## src/rtl/mpid_pkg.sv

```systemverilog
// Package for the multichannel PID controller: shared types, codes and constants.
// Used by every module in rtl/; depends on nothing.
package mpid_pkg;

    localparam int MaxAgentsDef = 16;
    localparam int MaxDimsDef   = 4;
    localparam int AgentW       = 4;
    localparam int DimW         = 2;
    localparam int DataW        = 32;
    localparam int IntegW       = 48;
    localparam int CfgIdxW      = 2;
    localparam int CfgDataW     = 28;
    localparam int TsW          = 24;
    localparam int InvTsW       = 28;
    localparam int CoefW        = 17;
    localparam int KindW        = 3;

    localparam logic [CfgIdxW-1:0] CFG_SAMPLE_TIME = 2'd0;
    localparam logic [CfgIdxW-1:0] CFG_INV_TS      = 2'd1;
    localparam logic [CfgIdxW-1:0] CFG_FILTER      = 2'd2;

    localparam logic [KindW-1:0] KIND_KP    = 3'd0;
    localparam logic [KindW-1:0] KIND_KI    = 3'd1;
    localparam logic [KindW-1:0] KIND_KD    = 3'd2;
    localparam logic [KindW-1:0] KIND_LOWER = 3'd3;
    localparam logic [KindW-1:0] KIND_UPPER = 3'd4;

    localparam logic [CoefW-1:0] COEF_ONE = 17'd65536;

    // One queued sample request from the front end to the datapath.
    typedef struct packed {
        logic [AgentW-1:0]       agent;
        logic [DimW-1:0]         dim;
        logic signed [DataW-1:0] err;
    } t_job;

    // Saturate a signed 80-bit value to 32 bits.
    function automatic logic signed [DataW-1:0] sat32(input logic signed [79:0] v);
        logic signed [79:0] hi;
        logic signed [79:0] lo;
        hi = 80'sh7FFF_FFFF;
        lo = -80'sh8000_0000;
        if (v > hi)      sat32 = 32'sh7FFF_FFFF;
        else if (v < lo) sat32 = 32'sh8000_0000;
        else             sat32 = v[DataW-1:0];
    endfunction

endpackage

```

## src/rtl/mpid_front.sv

```systemverilog
// Front end of the PID controller: decodes requests, keeps the gain and
// limit tables, and queues sample jobs. Depends on mpid_pkg.
module mpid_front #(
    parameter int MAX_AGENTS = mpid_pkg::MaxAgentsDef,
    parameter int MAX_DIMS   = mpid_pkg::MaxDimsDef
) (
    input  logic                            i_clk,
    input  logic                            i_rst_n,
    input  logic                            i_valid,
    output logic                            o_stall,
    input  logic                            i_operation,
    input  logic [mpid_pkg::AgentW-1:0]     i_agent_index,
    input  logic [mpid_pkg::DimW-1:0]       i_dimension_index,
    input  logic signed [31:0]              i_error_value,
    input  logic [mpid_pkg::KindW-1:0]      i_coef_kind,
    input  logic signed [31:0]              i_coef_value,
    output logic                            o_job_valid,
    input  logic                            i_job_take,
    input  logic                            i_back_busy,
    output mpid_pkg::t_job                  o_job,
    output logic signed [31:0]              o_kp [mpid_pkg::MaxDimsDef],
    output logic signed [31:0]              o_ki [mpid_pkg::MaxDimsDef],
    output logic signed [31:0]              o_kd [mpid_pkg::MaxDimsDef],
    output logic signed [31:0]              o_lo [mpid_pkg::MaxDimsDef],
    output logic signed [31:0]              o_hi [mpid_pkg::MaxDimsDef]
);
    import mpid_pkg::*;

    // Two-entry job queue.
    t_job       r_q [2];
    logic       r_wp;
    logic       r_rp;
    logic [1:0] r_cnt;
    logic       w_acc;
    logic       w_push;
    logic       w_pop;
    logic       w_in_range;

    // A coefficient write waits until every earlier sample has used the tables.
    assign o_stall    = (r_cnt == 2'd2) ||
                        (i_operation && ((r_cnt != 2'd0) || i_back_busy));
    assign w_acc      = i_valid && !o_stall;
    assign w_in_range = (32'(i_agent_index) < 32'(MAX_AGENTS)) &&
                        (32'(i_dimension_index) < 32'(MAX_DIMS));
    assign w_push     = w_acc && !i_operation && w_in_range;
    assign w_pop      = i_job_take && (r_cnt != 2'd0);
    assign o_job_valid = (r_cnt != 2'd0);
    assign o_job      = r_q[r_rp];

    always_ff @(posedge i_clk) begin
        if (!i_rst_n) begin
            r_wp  <= 1'b0;
            r_rp  <= 1'b0;
            r_cnt <= 2'd0;
        end else begin
            if (w_push) r_wp <= ~r_wp;
            if (w_pop)  r_rp <= ~r_rp;
            r_cnt <= r_cnt + 2'(w_push) - 2'(w_pop);
        end
    end

    always_ff @(posedge i_clk) begin
        if (w_push) begin
            r_q[r_wp] <= '{agent: i_agent_index, dim: i_dimension_index,
                           err: i_error_value};
        end
    end

    always_ff @(posedge i_clk) begin
        if (!i_rst_n) begin
            for (int k = 0; k < MaxDimsDef; k++) begin
                o_kp[k] <= '0;
                o_ki[k] <= '0;
                o_kd[k] <= '0;
                o_lo[k] <= 32'sh8000_0000;
                o_hi[k] <= 32'sh7FFF_FFFF;
            end
        end else if (w_acc && i_operation &&
                     32'(i_dimension_index) < 32'(MAX_DIMS)) begin
            case (i_coef_kind)
                KIND_KP:    o_kp[i_dimension_index] <= i_coef_value;
                KIND_KI:    o_ki[i_dimension_index] <= i_coef_value;
                KIND_KD:    o_kd[i_dimension_index] <= i_coef_value;
                KIND_LOWER: o_lo[i_dimension_index] <= i_coef_value;
                KIND_UPPER: o_hi[i_dimension_index] <= i_coef_value;
                default: ;
            endcase
        end
    end

    always_ff @(posedge i_clk) begin
        if (i_rst_n) begin
            assert (r_cnt != 2'd3) else $error("queue count overflow");
        end
    end
    a_no_push_full: assert property (@(posedge i_clk) disable iff (!i_rst_n)
        (r_cnt == 2'd2) |-> !w_push) else $error("push into full queue");
    a_pop_nonempty: assert property (@(posedge i_clk) disable iff (!i_rst_n)
        w_pop |-> (r_cnt != 2'd0)) else $error("pop from empty queue");
    a_cnt_step: assert property (@(posedge i_clk) disable iff (!i_rst_n)
        (w_push && !w_pop) |=> (r_cnt == $past(r_cnt) + 2'd1))
        else $error("queue count did not advance");
endmodule

```

## config.mk

```make
export PLATFORM = sky130hd
export DESIGN_NAME = mpid_front
export DESIGN_NICKNAME = d
export VERILOG_FILES = /design/src/rtl/mpid_pkg.sv /design/src/rtl/mpid_front.sv
export SDC_FILE = /design/constraint.sdc
export NUM_CORES = 1
export LEC_CHECK = 0
export ABC_AREA = 0
export BUFFER_PORTS_ARGS = -buffer_cell sky130_fd_sc_hd__buf_4
export CAP_MARGIN = 25
export CORE_MARGIN = 3
export CORE_UTILIZATION = 30
export CTS_BUF_LIST = sky130_fd_sc_hd__clkbuf_8
export DETAILED_ROUTE_END_ITERATION = 8
export GPL_TIMING_DRIVEN = 0
export PLACE_DENSITY = 0.6
export SLEW_MARGIN = 10
export SYNTH_ARGS = -nofsm -noshare
export SYNTH_HDL_FRONTEND = slang
export SYNTH_SLANG_ARGS = --single-unit
export TNS_END_PERCENT = 100
```

## constraint.sdc

```tcl
create_clock -name i_clk -period 6.1 [get_ports i_clk]
set_clock_uncertainty 0.05 [all_clocks]
set_input_delay 1.83 -clock i_clk [delete_from_list [all_inputs] [get_ports i_clk]]
set_output_delay 1.83 -clock i_clk [all_outputs]
set_load 0.01 [all_outputs]
```

Word level (Yosys, flattened, before mapping)
Memories as Yosys holds them, arrays and structs flattened. A register that Yosys moved wholly into a read port is not among the register bits.
Cells that the tools add are included.
{"block": "totals", "reg_bits": 644, "mem_bits_rw": 76, "in_bits": 79, "output_inout_bits": 680, "word_cells": 64, "memories": 1}
{"block": "op_classes", "addsub": 2, "n_lt_le_gt_ge": 2, "eq_ne": 5, "muxes": 11, "bitwise": 3, "reduce_logical": 17}
{"memory": "r_q", "depth": 2, "width": 38, "read_ports": 1, "rd_clocked_by_memory_dff": 1, "wr": 1, "line_no": "mpid_front.sv:30", "source": "t_job r_q [2];"}
{"cell": "$bwmux 128", "count": 5}
{"cell": "$demux 32 s2", "count": 1}
{"cell": "$mux 32", "count": 1}
{"cell": "$reduce_and 2->1", "count": 5}
{"cell": "$eq 3x2->1 const B", "count": 2}
{"cell": "$logic_and 1x1->1", "count": 6}
{"cell": "$mux 1", "count": 4}
{"cell": "$eq 3x1->1 const B", "count": 1}
{"cell": "$eq 3x3->1 const B", "count": 1}
{"cell": "$ge 3x3->1 const B", "count": 1}
{"cell": "$logic_not 3->1", "count": 1}
{"cell": "$lt 3x1->1 const B", "count": 1}
{"cell": "$not 2->3", "count": 1}
{"cell": "$add 2x1->2", "count": 1}
{"cell": "$eq 2x2->1 const B", "count": 1}
{"cell": "$logic_not 1->1", "count": 2}
{"cell": "$logic_or 1x1->1", "count": 2}
{"cell": "$not 1->1", "count": 2}
{"cell": "$reduce_bool 2->1", "count": 1}
{"cell": "$sub 2x1->2", "count": 1}

Longest topological paths before layout
{"block": "depth", "depth_word": 9, "depth_mapped": 9, "mapped_depth_nobuf": 8}

Least setup slack after synthesis
Ideal clock, no wire load.
{"block": "synth_path", "path_kind": "input-to-reg", "start": "in i_operation", "end": "mem r_q[1][0] (netlist name), enable pin", "setup_ps": 433, "arrival_time_ps": 3865, "required_time_ps": 5617, "setup_slack_ps": 1752, "cell_stages": 3, "path_cell_list": "nand2b_1 > or2_2 > nor2_1"}
{"block": "synth_between", "elab_chain_cells": 7}
{"item": "start, declared", "line_no": "mpid_front.sv:11", "source": "input logic i_operation,"}
{"item": "$logic_and 1x1->1", "line_no": "mpid_front.sv:41", "source": "(i_operation && ((r_cnt != 2'd0) || i_back_busy));"}
{"item": "$logic_or 1x1->1", "line_no": "mpid_front.sv:40", "source": "assign o_stall = (r_cnt == 2'd2) ||"}
{"item": "$logic_not 1->1", "line_no": "mpid_front.sv:42", "source": "assign w_acc = i_valid && !o_stall;"}
{"item": "$logic_and 1x1->1", "line_no": "mpid_front.sv:42"}
{"item": "$logic_and 1x1->1 (*)", "line_no": "mpid_front.sv:45", "source": "assign w_push = w_acc && !i_operation && w_in_range;"}
{"item": "$mux 1 (*)", "line_no": "mpid_front.sv:63", "source": "if (w_push) begin"}
{"item": "$mux 1 (not written as such) (*)", "line_no": "mpid_front.sv:64", "source": "r_q[r_wp] <= '{agent: i_agent_index, dim: i_dimension_index,"}
{"item": "end, declared", "line_no": "mpid_front.sv:30"}
Every way passes the cells marked *; elsewhere a longest branch is shown, timed or not.

==> impl_summary.txt <==
----------------------------------------------------
[Yosys]
  Dominant synthesized flop cell ... sky130_fd_sc_hd__dfxtp_1
  Register area share after synthesis ... between 50 and 60%
  Most numerous cell types in the synthesized netlist ... sky130_fd_sc_hd__dfxtp_1 (645), sky130_fd_sc_hd__mux2i_1 (578), sky130_fd_sc_hd__nand2_1 (544), sky130_fd_sc_hd__clkbuf_1 (124), sky130_fd_sc_hd__edfxtp_1 (76)
  Area share of the leading cell type in the synthesized netlist ... roughly half
  Unique masters post-synth ... 36
  Number of flops mapped to enable cells by yosys ... 76
  Mean Syn Cell Area ... 11.10 µm²
  Gate count after technology mapping ... between 2,000 and 2,500
  Yosys reg bits ... between 700 and 800
  Biggest area contributors in the synthesized netlist ... sky130_fd_sc_hd__dfxtp_1 (49%), sky130_fd_sc_hd__mux2i_1 (22%), sky130_fd_sc_hd__edfxtp_1 (8.7%)
  Cell with the most instances after synthesis ... sky130_fd_sc_hd__dfxtp_1
  Mapped Nets ... roughly 2,400
  Number of warnings issued by yosys ... 0
  Synth Cell Area ... 26,200 µm²
  Async S/R FF share, synth ... 0%
  Biggest area consumer among synthesized cells ... sky130_fd_sc_hd__dfxtp_1

[CTS]
  Count of hold-fix buffers inserted at cts ... 0
  Clock-pin slew on the worst setup and hold paths ... 60 ps
  CTS HTree Levels ... 4
  Bufs on Longest Clock Path ... 3
  Total clock buffers created by CTS ... between 100 and 150
  TritonCTS clock tree ... done
  Post-cts resize count ... 0
  Clock Sink Count ... just over 700
  Root buffer selected by CTS ... sky130_fd_sc_hd__clkbuf_8
  Clock latency on the worst-skew pair ... between 700 and 800 ps
  Post-CTS Repair Setup Buffers ... 0

[Finish]
  # nets final ... around 3,300
  Layout Utilization ... between 40% and 50%
  Layout overhead on the synthesized area ... 37.23%
  Fraction of final layout cells sized beyond drive strength 1 ... 32.01%

[Worst setup path]
  Number of cell instances on the worst register-to-register path ... 5
  Critical-path cell list ... clkbuf_1 > clkbuf_1 > mux2_2 > buf_4
  Crit. End Element ... output pin
  Critical R2R Capture ... o_ki[2]
  Data required time at the worst endpoint ... about 4200 ps
  Signal arrival time at the worst endpoint ... ~2800 ps
  Slowest cell delay on critical path ... approximately 560 ps
  Startpoint kind of the worst setup timing path ... register
  Setup Crit Path Kind ... register to output pin
  Crit-path max FO ... 10
  Reg2Reg Launch Point ... r_cnt[0]
  Crit-path most repeated cell ... sky130_fd_sc_hd__clkbuf_1
  Capture point of the worst path ... o_job[27]
  Slack of the worst reg-to-reg path ... between 3000 and 4000 ps
  CP max-delay cell ... sky130_fd_sc_hd__clkbuf_1

[Pwr]
  PwrDens ... approximately 290 nW/µm²
  Maximum resistive drop on vdd ... between 150 and 200 µV
  Leakage dissipation ... around 18 nW

[Place]
  Half-perimeter wire length after placement ... 85,500 µm
  Placer's final routability congestion estimate ... approximately 0.84
  Port bufs ... 757

[Global routing]
  Wire length of the first global-routing pass ... 154,300 µm
  Via count of the first global-routing pass ... 21,380
  Global-route usage over all layers ... between 20% and 30%
  Maximum number of pins on one net before global-route repair ... 37
  Antenna violations before repair ... 3
  Total grt overflow ... 0

[Routing]
  Routed vias ... approximately 21,000
  Average vias per placed instance ... between 4 and 5
  Average wire per cell in the routed design ... about 25 µm
  Final antenna-violating net count ... 0
  Post-detailed-route DRC marker count ... 0
  Pre-Repair DR Iteration Count ... 5
  Drt initial violations ... between 800 and 900
  Total wire length ... between 100,000 and 150,000 µm

[Flow run]
  Max-Cap Viols ... 0

[Timing]
  Unrepaired setup endpoints after global routing ... no
  Hold WS ... between 400 and 500 ps
  Max Slew Vio Count ... 0
  Slew at the pin with the worst max-slew slack ... between 900 and 1000 ps
  Final worst path period need ... 4637 ps
  Total negative slack ... 0 ps
  Final hold violation count ... 0
  Highest Clock Rate ... 0.2157 GHz
  Period utilization ... 76.01%
  Worst slew slack as a fraction of its limit ... between 30 and 40%
  Setup-failing EPs final ... 0

[Floorplan]
  Height of the die ... roughly 300 µm
  Row cnt ... between 100 and 150
  Die area ... between 90,000 and 100,000 µm²
  Initial core utilization ... a little under a third
  Top-level port count ... ~760
  Core Box Area ... 85,820 µm²
  Chip width ... 301.5 µm

[Hold path]
  Worst Hold Class ... register to register

[Run status]
  Result of the run ... complete, no violations

----------------------------------------------------
## logic make-up (layout without fill, tap and decap cells)
logic type / after synthesis / after routing / share of synthesized area (%)
AO/OA/AOI/OAI: 66 / 66 / 2.158
XOR/XNOR: 2 / 2 / 0.06687
adder cells (fa/ha/maj): 2 / 2 / 0.09549
buffers and inverters: 207 / 1195 / 3.667
flip-flops: 721 / 721 / 57.99
multiplexers: 616 / 616 / 23.71
other: 0 / 2 / 0
AND/OR/NAND/NOR: 747 / 747 / 12.31
## layer usage
metal	global-route usage, %	part of all wire, %	routed length [µm]	vias up
met5	0	0	0	-
met4	8.168	2.9	3155	0
met3	8.286	8.4	9265	156
met2	41.13	49	54590	731
met1	26.22	39	43380	10220
li1	-	-	-	9848
## worst min-delay path by stage
stage	start	endpoint	slack [ps]	cells after the start
after floorplan	r_wp	r_wp	410	2
after global placement	o_ki[86]	o_ki[86]	400	2
after detailed placement	o_kp[59]	o_kp[59]	400	2
after CTS	o_ki[80]	o_ki[80]	410	2
after global routing	o_ki[8]	o_ki[8]	420	2
final	o_kp[59]	o_kp[59]	410	2
## registers in the layout (all words and copies together) (netlist names), named ones only
register and count:
o_hi 128, r_cnt 2, r_wp 1, o_kd 128
r_rp 1, o_lo 128, o_ki 128, o_kp 128
r_q 76
## layout by cell type, fill, tap and decap left out, drive strengths merged, types with 2 or more instances in the layout
master      n
nor4b       2
buf       841
dfxtp     645
nor2b      34
nand2b      2
mux2i     578
o21ai       2
bufinv      3
clkinvlp    4
nand4      62
nand2     544
nand3      18
inv        54
nor2       72
diode       2
or2         2
clkinv     13
ha          2
clkbuf    280
and3        2
and2        3
edfxtp     76
mux2       38
o31a       62
## report_power, final
part           total [mW]  switching, mW  internal [mW]  leakage [nW]
Clock                4.53           2.09           2.44          1.47
Sequential           4.88         0.0227           4.86          5.90
Combinational       0.851          0.537          0.314          11.0
## cell type report
type	count	area, µm²
repair buffers	762	5764
clock buffers	156	2147
well taps	1144	1431
clock inverters	70	399.1
fillers	8396	49860
diodes	2	5.005
flip-flops and latches	721	15190
multi-input cells	1433	10050
inverters	4	15.01
plain buffers	203	945.9
## critical path: cells and delay by family, from the launching register on
kind	cells	cell delay, ps
multiplexers	1	430
buffers and inverters	3	1190
flip-flops	1	340
## through the flow
step	power (mW)	std cells	worst slack (ps)	cell area, µm²
after floorplan	5.404	2361	1752	26200
after global placement	5.834	4262	608.4	33320
after detailed placement	5.847	4267	1348	33400
after CTS	10.40	4493	1294	35950
after global routing	10.65	4494	1213	35950
final	10.26	4495	1463	35960
Power figures use the tool's default switching activity.
